`config.mk`:
```
export PLATFORM = sky130hd
export DESIGN_NAME = tps_select
export DESIGN_NICKNAME = d
export VERILOG_FILES = /design/src/sv/tps_pkg.sv /design/src/sv/tps_select.sv
export SDC_FILE = /design/constraint.sdc
export NUM_CORES = 2
export LEC_CHECK = 0
export BUFFER_PORTS_ARGS = -buffer_cell sky130_fd_sc_hd__buf_2
export CAP_MARGIN = 15
export CELL_PAD_IN_SITES_DETAIL_PLACEMENT = 2
export CELL_PAD_IN_SITES_GLOBAL_PLACEMENT = 2
export CORE_UTILIZATION = 33
export DETAILED_ROUTE_END_ITERATION = 12
export GPL_TIMING_DRIVEN = 0
export PLACE_DENSITY_LB_ADDON = 0.1
export SYNTH_ARGS = -nofsm -noshare
export SYNTH_HDL_FRONTEND = slang
export SYNTH_SLANG_ARGS = --single-unit
```
`constraint.sdc`:
```
create_clock -name clk -period 7.2 [get_ports clk]
set_clock_uncertainty 0.2 [all_clocks]
set_input_delay 0 -clock clk [delete_from_list [all_inputs] [get_ports clk]]
set_output_delay 0 -clock clk [all_outputs]
set_load 0.01 [all_outputs]
```
`src/sv/tps_pkg.sv`:
```
// ----------------------------------------------------------------------------
// tps_pkg
// Shared types for the triangle plane section pipeline.
// ----------------------------------------------------------------------------
package tps_pkg;

  // Source of one segment end point: a vertex or the crossing of an edge
  typedef enum logic [2:0] {
    PT_VA,
    PT_VB,
    PT_VC,
    PT_AB,
    PT_BC,
    PT_CA
  } tps_pt_t;

  // Per-stage flow control that travels beside the data
  typedef struct packed {
    logic vld;
    logic hit;
  } tps_flow_t;

endpackage

```
`src/sv/tps_select.sv`:
```
// ----------------------------------------------------------------------------
// tps_select
// Two stages: classify the triangle against z = 0, then pick the negative
// and positive end of each crossing edge and form numerator, divisor and
// coordinate spans for the interpolators.
// ----------------------------------------------------------------------------
module tps_select #(
  parameter int W = 32
) (
  input  logic                  clk,
  input  logic                  rst_n,
  input  logic                  adv,
  input  logic                  in_vld,
  input  logic signed [W-1:0]   a_x,
  input  logic signed [W-1:0]   a_y,
  input  logic signed [W-1:0]   a_z,
  input  logic signed [W-1:0]   b_x,
  input  logic signed [W-1:0]   b_y,
  input  logic signed [W-1:0]   b_z,
  input  logic signed [W-1:0]   c_x,
  input  logic signed [W-1:0]   c_y,
  input  logic signed [W-1:0]   c_z,
  output tps_pkg::tps_flow_t    flow,
  output logic        [W-1:0]   base_x [2],
  output logic        [W-1:0]   base_y [2],
  output logic                  neg_x  [2],
  output logic                  neg_y  [2],
  output logic        [W-1:0]   mag_x  [2],
  output logic        [W-1:0]   mag_y  [2],
  output logic        [W-1:0]   num    [2],
  output logic        [W-1:0]   den    [2]
);

  // stage A
  logic signed [W-1:0] a_x_r, a_y_r, a_z_r, b_x_r, b_y_r, b_z_r, c_x_r, c_y_r, c_z_r;
  tps_pkg::tps_pt_t    cs_r, cs_nxt, ce_r, ce_nxt;
  tps_pkg::tps_flow_t  fa_r, fa_nxt;
  // stage B
  tps_pkg::tps_flow_t  fb_r;

  logic za, zb, zc, sa, sb, sc;

  always_comb begin
    za = (a_z == '0);
    zb = (b_z == '0);
    zc = (c_z == '0);
    sa = a_z[W-1];
    sb = b_z[W-1];
    sc = c_z[W-1];
    fa_nxt.vld = in_vld;
    fa_nxt.hit = 1'b0;
    cs_nxt     = tps_pkg::PT_VA;
    ce_nxt     = tps_pkg::PT_VA;
    priority if (za && zb && zc) begin
      fa_nxt.hit = 1'b0;
    end else if (za && zb) begin
      fa_nxt.hit = 1'b1; cs_nxt = tps_pkg::PT_VA; ce_nxt = tps_pkg::PT_VB;
    end else if (zb && zc) begin
      fa_nxt.hit = 1'b1; cs_nxt = tps_pkg::PT_VB; ce_nxt = tps_pkg::PT_VC;
    end else if (zc && za) begin
      fa_nxt.hit = 1'b1; cs_nxt = tps_pkg::PT_VC; ce_nxt = tps_pkg::PT_VA;
    end else if (za) begin
      fa_nxt.hit = (sb != sc); cs_nxt = tps_pkg::PT_VA; ce_nxt = tps_pkg::PT_BC;
    end else if (zb) begin
      fa_nxt.hit = (sa != sc); cs_nxt = tps_pkg::PT_VB; ce_nxt = tps_pkg::PT_CA;
    end else if (zc) begin
      fa_nxt.hit = (sa != sb); cs_nxt = tps_pkg::PT_VC; ce_nxt = tps_pkg::PT_AB;
    end else if (sa != sb) begin
      fa_nxt.hit = 1'b1; cs_nxt = tps_pkg::PT_AB;
      ce_nxt = (sb != sc) ? tps_pkg::PT_BC : tps_pkg::PT_CA;
    end else if (sb != sc) begin
      fa_nxt.hit = 1'b1; cs_nxt = tps_pkg::PT_BC; ce_nxt = tps_pkg::PT_CA;
    end else begin
      fa_nxt.hit = 1'b0;
    end
  end

  always_ff @(posedge clk) begin
    if (!rst_n) begin
      fa_r <= '0;
      fb_r <= '0;
    end else if (adv) begin
      fa_r <= fa_nxt;
      fb_r <= fa_r;
    end
  end

  always_ff @(posedge clk) begin
    if (adv) begin
      a_x_r <= a_x; a_y_r <= a_y; a_z_r <= a_z;
      b_x_r <= b_x; b_y_r <= b_y; b_z_r <= b_z;
      c_x_r <= c_x; c_y_r <= c_y; c_z_r <= c_z;
      cs_r  <= cs_nxt;
      ce_r  <= ce_nxt;
    end
  end

  assign flow = fb_r;

  for (genvar l = 0; l < 2; l++) begin : g_lane
    tps_pkg::tps_pt_t    code;
    logic signed [W-1:0] p_x, p_y, p_z, q_x, q_y, q_z;
    logic signed [W-1:0] g_x, g_y, g_z, h_x, h_y, h_z;
    logic signed [W:0]   du_x, du_y, dz, nz;
    logic                is_vert;
    logic [W-1:0] base_x_r, base_x_nxt, base_y_r, base_y_nxt;
    logic [W-1:0] mag_x_r, mag_x_nxt, mag_y_r, mag_y_nxt;
    logic [W-1:0] num_r, num_nxt, den_r, den_nxt;
    logic         neg_x_r, neg_x_nxt, neg_y_r, neg_y_nxt;

    assign code = (l == 0) ? cs_r : ce_r;

    always_comb begin
      is_vert = 1'b0;
      unique case (code)
        tps_pkg::PT_VA: begin
          is_vert = 1'b1;
          p_x = a_x_r; p_y = a_y_r; p_z = a_z_r; q_x = a_x_r; q_y = a_y_r; q_z = a_z_r;
        end
        tps_pkg::PT_VB: begin
          is_vert = 1'b1;
          p_x = b_x_r; p_y = b_y_r; p_z = b_z_r; q_x = b_x_r; q_y = b_y_r; q_z = b_z_r;
        end
        tps_pkg::PT_VC: begin
          is_vert = 1'b1;
          p_x = c_x_r; p_y = c_y_r; p_z = c_z_r; q_x = c_x_r; q_y = c_y_r; q_z = c_z_r;
        end
        tps_pkg::PT_AB: begin
          p_x = a_x_r; p_y = a_y_r; p_z = a_z_r; q_x = b_x_r; q_y = b_y_r; q_z = b_z_r;
        end
        tps_pkg::PT_BC: begin
          p_x = b_x_r; p_y = b_y_r; p_z = b_z_r; q_x = c_x_r; q_y = c_y_r; q_z = c_z_r;
        end
        tps_pkg::PT_CA: begin
          p_x = c_x_r; p_y = c_y_r; p_z = c_z_r; q_x = a_x_r; q_y = a_y_r; q_z = a_z_r;
        end
        default: begin
          p_x = '0; p_y = '0; p_z = '0; q_x = '0; q_y = '0; q_z = '0;
        end
      endcase

      // interpolate from the negative end: g is negative, h is positive
      if (p_z[W-1]) begin
        g_x = p_x; g_y = p_y; g_z = p_z; h_x = q_x; h_y = q_y; h_z = q_z;
      end else begin
        g_x = q_x; g_y = q_y; g_z = q_z; h_x = p_x; h_y = p_y; h_z = p_z;
      end

      du_x = {h_x[W-1], h_x} - {g_x[W-1], g_x};
      du_y = {h_y[W-1], h_y} - {g_y[W-1], g_y};
      dz   = {h_z[W-1], h_z} - {g_z[W-1], g_z};
      nz   = -{g_z[W-1], g_z};

      if (!fa_r.hit) begin
        base_x_nxt = '0;
        base_y_nxt = '0;
      end else if (is_vert) begin
        base_x_nxt = p_x;
        base_y_nxt = p_y;
      end else begin
        base_x_nxt = g_x;
        base_y_nxt = g_y;
      end

      // a vertex or a miss goes through the divider as 0 / 1
      if (!fa_r.hit || is_vert) begin
        neg_x_nxt = 1'b0;
        neg_y_nxt = 1'b0;
        mag_x_nxt = '0;
        mag_y_nxt = '0;
        num_nxt   = '0;
        den_nxt   = W'(1);
      end else begin
        neg_x_nxt = du_x[W];
        neg_y_nxt = du_y[W];
        mag_x_nxt = du_x[W] ? W'(-du_x) : du_x[W-1:0];
        mag_y_nxt = du_y[W] ? W'(-du_y) : du_y[W-1:0];
        num_nxt   = nz[W-1:0];
        den_nxt   = dz[W-1:0];
      end
    end

    always_ff @(posedge clk) begin
      if (adv) begin
        base_x_r <= base_x_nxt;
        base_y_r <= base_y_nxt;
        neg_x_r  <= neg_x_nxt;
        neg_y_r  <= neg_y_nxt;
        mag_x_r  <= mag_x_nxt;
        mag_y_r  <= mag_y_nxt;
        num_r    <= num_nxt;
        den_r    <= den_nxt;
      end
    end

    assign base_x[l] = base_x_r;
    assign base_y[l] = base_y_r;
    assign neg_x[l]  = neg_x_r;
    assign neg_y[l]  = neg_y_r;
    assign mag_x[l]  = mag_x_r;
    assign mag_y[l]  = mag_y_r;
    assign num[l]    = num_r;
    assign den[l]    = den_r;
  end

endmodule

```
==> impl_table.tex <==
\begin{tabular}{lr}
\hline
Metric & Value \\
\hline
\multicolumn{2}{l}{\textbf{Status}} \\
\quad Result of the run & finished clean \\
\multicolumn{2}{l}{\textbf{Routing}} \\
\quad Post-route DRC violation count & 0 \\
\quad Routed vias/inst & $\sim$6.2 \\
\quad Total vias in the final route & about 60000 \\
\quad Detailed router's first-iteration violation count & $\sim$6300 \\
\quad Routed length per placed instance & around 32 um \\
\quad Number of nets still failing antenna checks after routing & 0 \\
\quad Routed wire length & $\sim$310 mm \\
\quad Number of optimization iterations in the first detailed-route pass & 9 \\
\multicolumn{2}{l}{\textbf{Die}} \\
\quad I/O pin count & a little under 700 \\
\quad Effective utilization at floorplan & 0.3335 \\
\quad Die Area & approximately 160000 um\^{}2 \\
\quad Area of the core region & between 150000 and 200000 um\^{}2 \\
\quad Die span in x & just over 400 um \\
\quad Die outline height & a little over 400 um \\
\quad Number of placement rows & 147 \\
\multicolumn{2}{l}{\textbf{Synth}} \\
\quad Cell accounting for the most synthesized area & edfxtp\_1 \\
\quad Async set-reset flop share out of synthesis & 0 \\
\quad Post-Synthesis Mean Instance Area & $\sim$8.7 um\^{}2 \\
\quad Number of synthesized flops with an enable pin & just under 700 \\
\quad Count of cell types in the netlist & 97 \\
\quad Sequential-to-total area share from yosys stat & 0.3826 \\
\quad Cell area after synthesis & $\sim$54000 um\^{}2 \\
\quad Cell count after synthesis & 6148 \\
\quad Seq cells post-synth & roughly 690 \\
\quad Share of the synthesized area in the top cell type & 0.3811 \\
\quad Synth area leaders & edfxtp\_1 38\%, a21oi\_1 6.1\%, nor2\_1 5.2\% \\
\quad Number of warning messages in the yosys log & 0 \\
\quad Primary FF master, synth & edfxtp\_1 \\
\quad Synth Net Count & 6643 \\
\multicolumn{2}{l}{\textbf{Place}} \\
\quad Final HPWL from detailed placement & 227.7 mm \\
\quad Quantity of I/O buffers inserted on ports & 681 \\
\quad Final GP Congestion & between 0.9 and 1 \\
\multicolumn{2}{l}{\textbf{Final layout}} \\
\quad Total Nets Final & 8009 \\
\quad Synth-to-Final Area Change & 30.56\% \\
\quad Filler Cells Inserted & about 18000 \\
\quad Highest-count cells in the layout ignoring fill and taps & 747 x nor2\_1, 718 x buf\_2, 682 x edfxtp\_1, 620 x a21oi\_1, 581 x dlygate4sd3\_1 \\
\quad Final core utilization & 0.4355 \\
\quad Ratio of cells with drive above 1 in the final layout & 0.1839 \\
\quad Most common library cell in the layout ignoring fill and taps & nor2\_1 \\
\multicolumn{2}{l}{\textbf{STA}} \\
\quad Max Slew Vio Count & 0 \\
\quad Final cycle utilization of the critical path & 0.9942 \\
\quad Worst-case headroom to the max-slew limit & 0.2746 \\
\quad Max frequency & about 0.14 GHz \\
\quad Measured slew at the worst slew-check pin & approximately 1.1 ns \\
\quad Hold Violations, Final & 0 \\
\quad Count of final setup violators & 0 \\
\quad Final critical delay including setup and external delays & just over 7 ns \\
\multicolumn{2}{l}{\textbf{Pwr}} \\
\quad Peak VDD IR & 0.0002079 V \\
\quad Logic gate share of total power & 0.613 \\
\quad Internal power contribution & 12.90 mW \\
\quad Tot Pwr & about 26 mW \\
\quad Leakage dissipation & between 20 and 30 nW \\
\quad Switching component of the power & about 13 mW \\
\quad Pwr Density & about 360 nW/um\^{}2 \\
\quad Clock Power Share & 0.169 \\
\quad Switch share & 0.4944 \\
\quad Share of power burned in registers & 0.219 \\
\multicolumn{2}{l}{\textbf{Clocking}} \\
\quad CTS tree & built \\
\quad Clock tree sinks & a little under 700 \\
\quad Max Root-Sink Buffers & 3 \\
\quad Clock root buffer & clkbuf\_16 \\
\quad Number of buffers created by CTS & 83 \\
\quad Worst-path clk slew & 0.08 ns \\
\quad CTS H-tree lvls & 3 \\
\quad Clock latency of the later-clocked register in the worst-skew pair & $\sim$0.76 ns \\
\multicolumn{2}{l}{\textbf{Job}} \\
\quad Max-capacitance violation count & 0 \\
\multicolumn{2}{l}{\textbf{Global routing}} \\
\quad Global-route total usage across every layer & 0.3635 \\
\quad Met1 track utilization from global routing & 0.5035 \\
\quad Global-route wire length before repair & approximately 440 mm \\
\quad Maximum number of pins on one net before global-route repair & 128 \\
\quad Peak-usage layer in the global routing report & met2 \\
\quad Met3 usage in global routing & 0.06558 \\
\quad Global routing usage on met2 & 0.5513 \\
\quad Number of global-route vias before repair & between 60000 and 70000 \\
\quad Congestion Overflow GR & 0 \\
\quad Antenna violations before repair & 30 \\
\multicolumn{2}{l}{\textbf{Critical path}} \\
\quad CP max stage delay & around 0.53 ns \\
\quad Library cell contributing the largest single delay on the critical path & edfxtp\_1 \\
\quad Critical Path Start Type & register \\
\quad CP Capture Type & register \\
\quad Largest fanout on the critical path & 19 \\
\quad Worst path arrival time & between 7 and 8 ns \\
\quad Most frequent cell on the critical path & buf\_4 \\
\quad Data required time at the worst endpoint & 7.44 ns \\
\quad Setup Crit Path Kind & register to register \\
\multicolumn{2}{l}{\textbf{Hold path}} \\
\quad HP Class & primary input to register \\
\hline
\end{tabular}
-- worst max-delay path: cells and delay by family (launching register included) --
| kind | cells | cell delay (ns) |
|---|---|---|
| compound gates | 9 | 1.43 |
| fa+ha+maj | 2 | 0.69 |
| buf+inv | 8 | 1.42 |
| flops | 1 | 0.53 |
| mux | 1 | 0.40 |
| simple gates | 7 | 2.15 |
-- synthesized netlist by cell type, types with 142 or more instances --
cell	instances
nor2_1	750
edfxtp_1	682
a21oi_1	652
nand2_1	531
o21ai_0	481
clkbuf_1	336
a22oi_1	273
mux2i_1	204
ha_1	197
a21o_1	156
nor2b_1	152
xor2_1	143
xnor2_1	142
-- layer usage --
metal / vias to the layer above / wire length [um]
li1: 25820 / -
met1: 30380 / 134200
met2: 3285 / 134400
met3: 771 / 27770
met4: 16 / 15500
met5: - / 107
-- final timing paths --
| kind | from | endpoint | slack, ns | depth (start not counted) |
|---|---|---|---|---|
| max | ce_r[0] | g_lane[1].mag_y_r[31] | 0.04 | 27 |
| min | adv | g_lane[0].mag_y_r[12] | 0.20 | 2 |
| max reg2reg | ce_r[0] | g_lane[1].mag_y_r[31] | 0.04 | 27 |
| min reg2reg | flow[0] | flow[0] | 0.36 | 2 |
-- registers in the layout, summed over array words and instances, names as in the netlist, 64 cells and up --
signal,flops
g_lane.base_x_r,64
g_lane.base_y_r,64
g_lane.den_r,64
g_lane.mag_x_r,64
g_lane.mag_y_r,64
g_lane.num_r,64
-- power groups by stage --
| stage | clock network [mW] | registers (mW) | logic (mW) |
|---|---|---|---|
| 5_1_grt | 4.43 | 5.59 | 16.8 |
| 2_1_floorplan | 0 | 5.52 | 9.41 |
| 3_3_place_gp | 0 | 5.64 | 13.7 |
| 6_report | 4.30 | 5.58 | 15.6 |
| 4_1_cts | 4.24 | 5.51 | 14.9 |
| 3_5_place_dp | 0 | 5.58 | 14.1 |
-- area by class of cell --
type,instances,area (um^2),share of cell area
Multi-Input combinational cell,4925,31920,0.4549
Sequential cell,686,20560,0.2930
Timing Repair Buffer,1323,9809,0.1398
Tap cell,2160,2703,0.03852
Buffer,407,2225,0.03171
Clock buffer,104,2177,0.03103
Clock inverter,41,380.4,0.005421
Inverter,88,334.1,0.004761
Antenna cell,23,57.56,0.0008203
-- repair_timing --
item | CTS | global route
setup buffers | 26 | 29
pin swaps | 23 | 25
hold buffers | 581 | 0
endpoints found under the hold margin | 387 | 0
gates cloned | 0 | 2
setup endpoints to repair | 180 | 132
resized for setup | 416 | 221
-- logic make-up after synthesis --
logic type / after synthesis / synth area share
XOR/XNOR: 286 / 0.04675
AND/OR/NAND/NOR: 1957 / 0.1685
AO/OA/AOI/OAI: 2186 / 0.2580
flip-flops: 686 / 0.3826
buffers and inverters: 538 / 0.03961
adder cells (fa/ha/maj): 203 / 0.04810
multiplexers: 292 / 0.05649
-- through the flow --
step / std cells / hold slack [ns] / TNS, ns / instance area [um^2] / setup slack, ns
floorplan: 6148 / -0.1011 / 0 / 53740 / 0.1749
global route: 9748 / 0.2322 / -0.4252 / 70140 / -0.08300
CTS: 9715 / 0.1337 / 0 / 69470 / 0.002957
finish: 9757 / 0.1959 / 0 / 70160 / 0.04191
global placement: 8989 / -0.02128 / -3532.82 / 59850 / -5.077
detailed placement: 8994 / -0.02121 / -326.14 / 60000 / -2.851
Power figures use the tool's default switching activity.
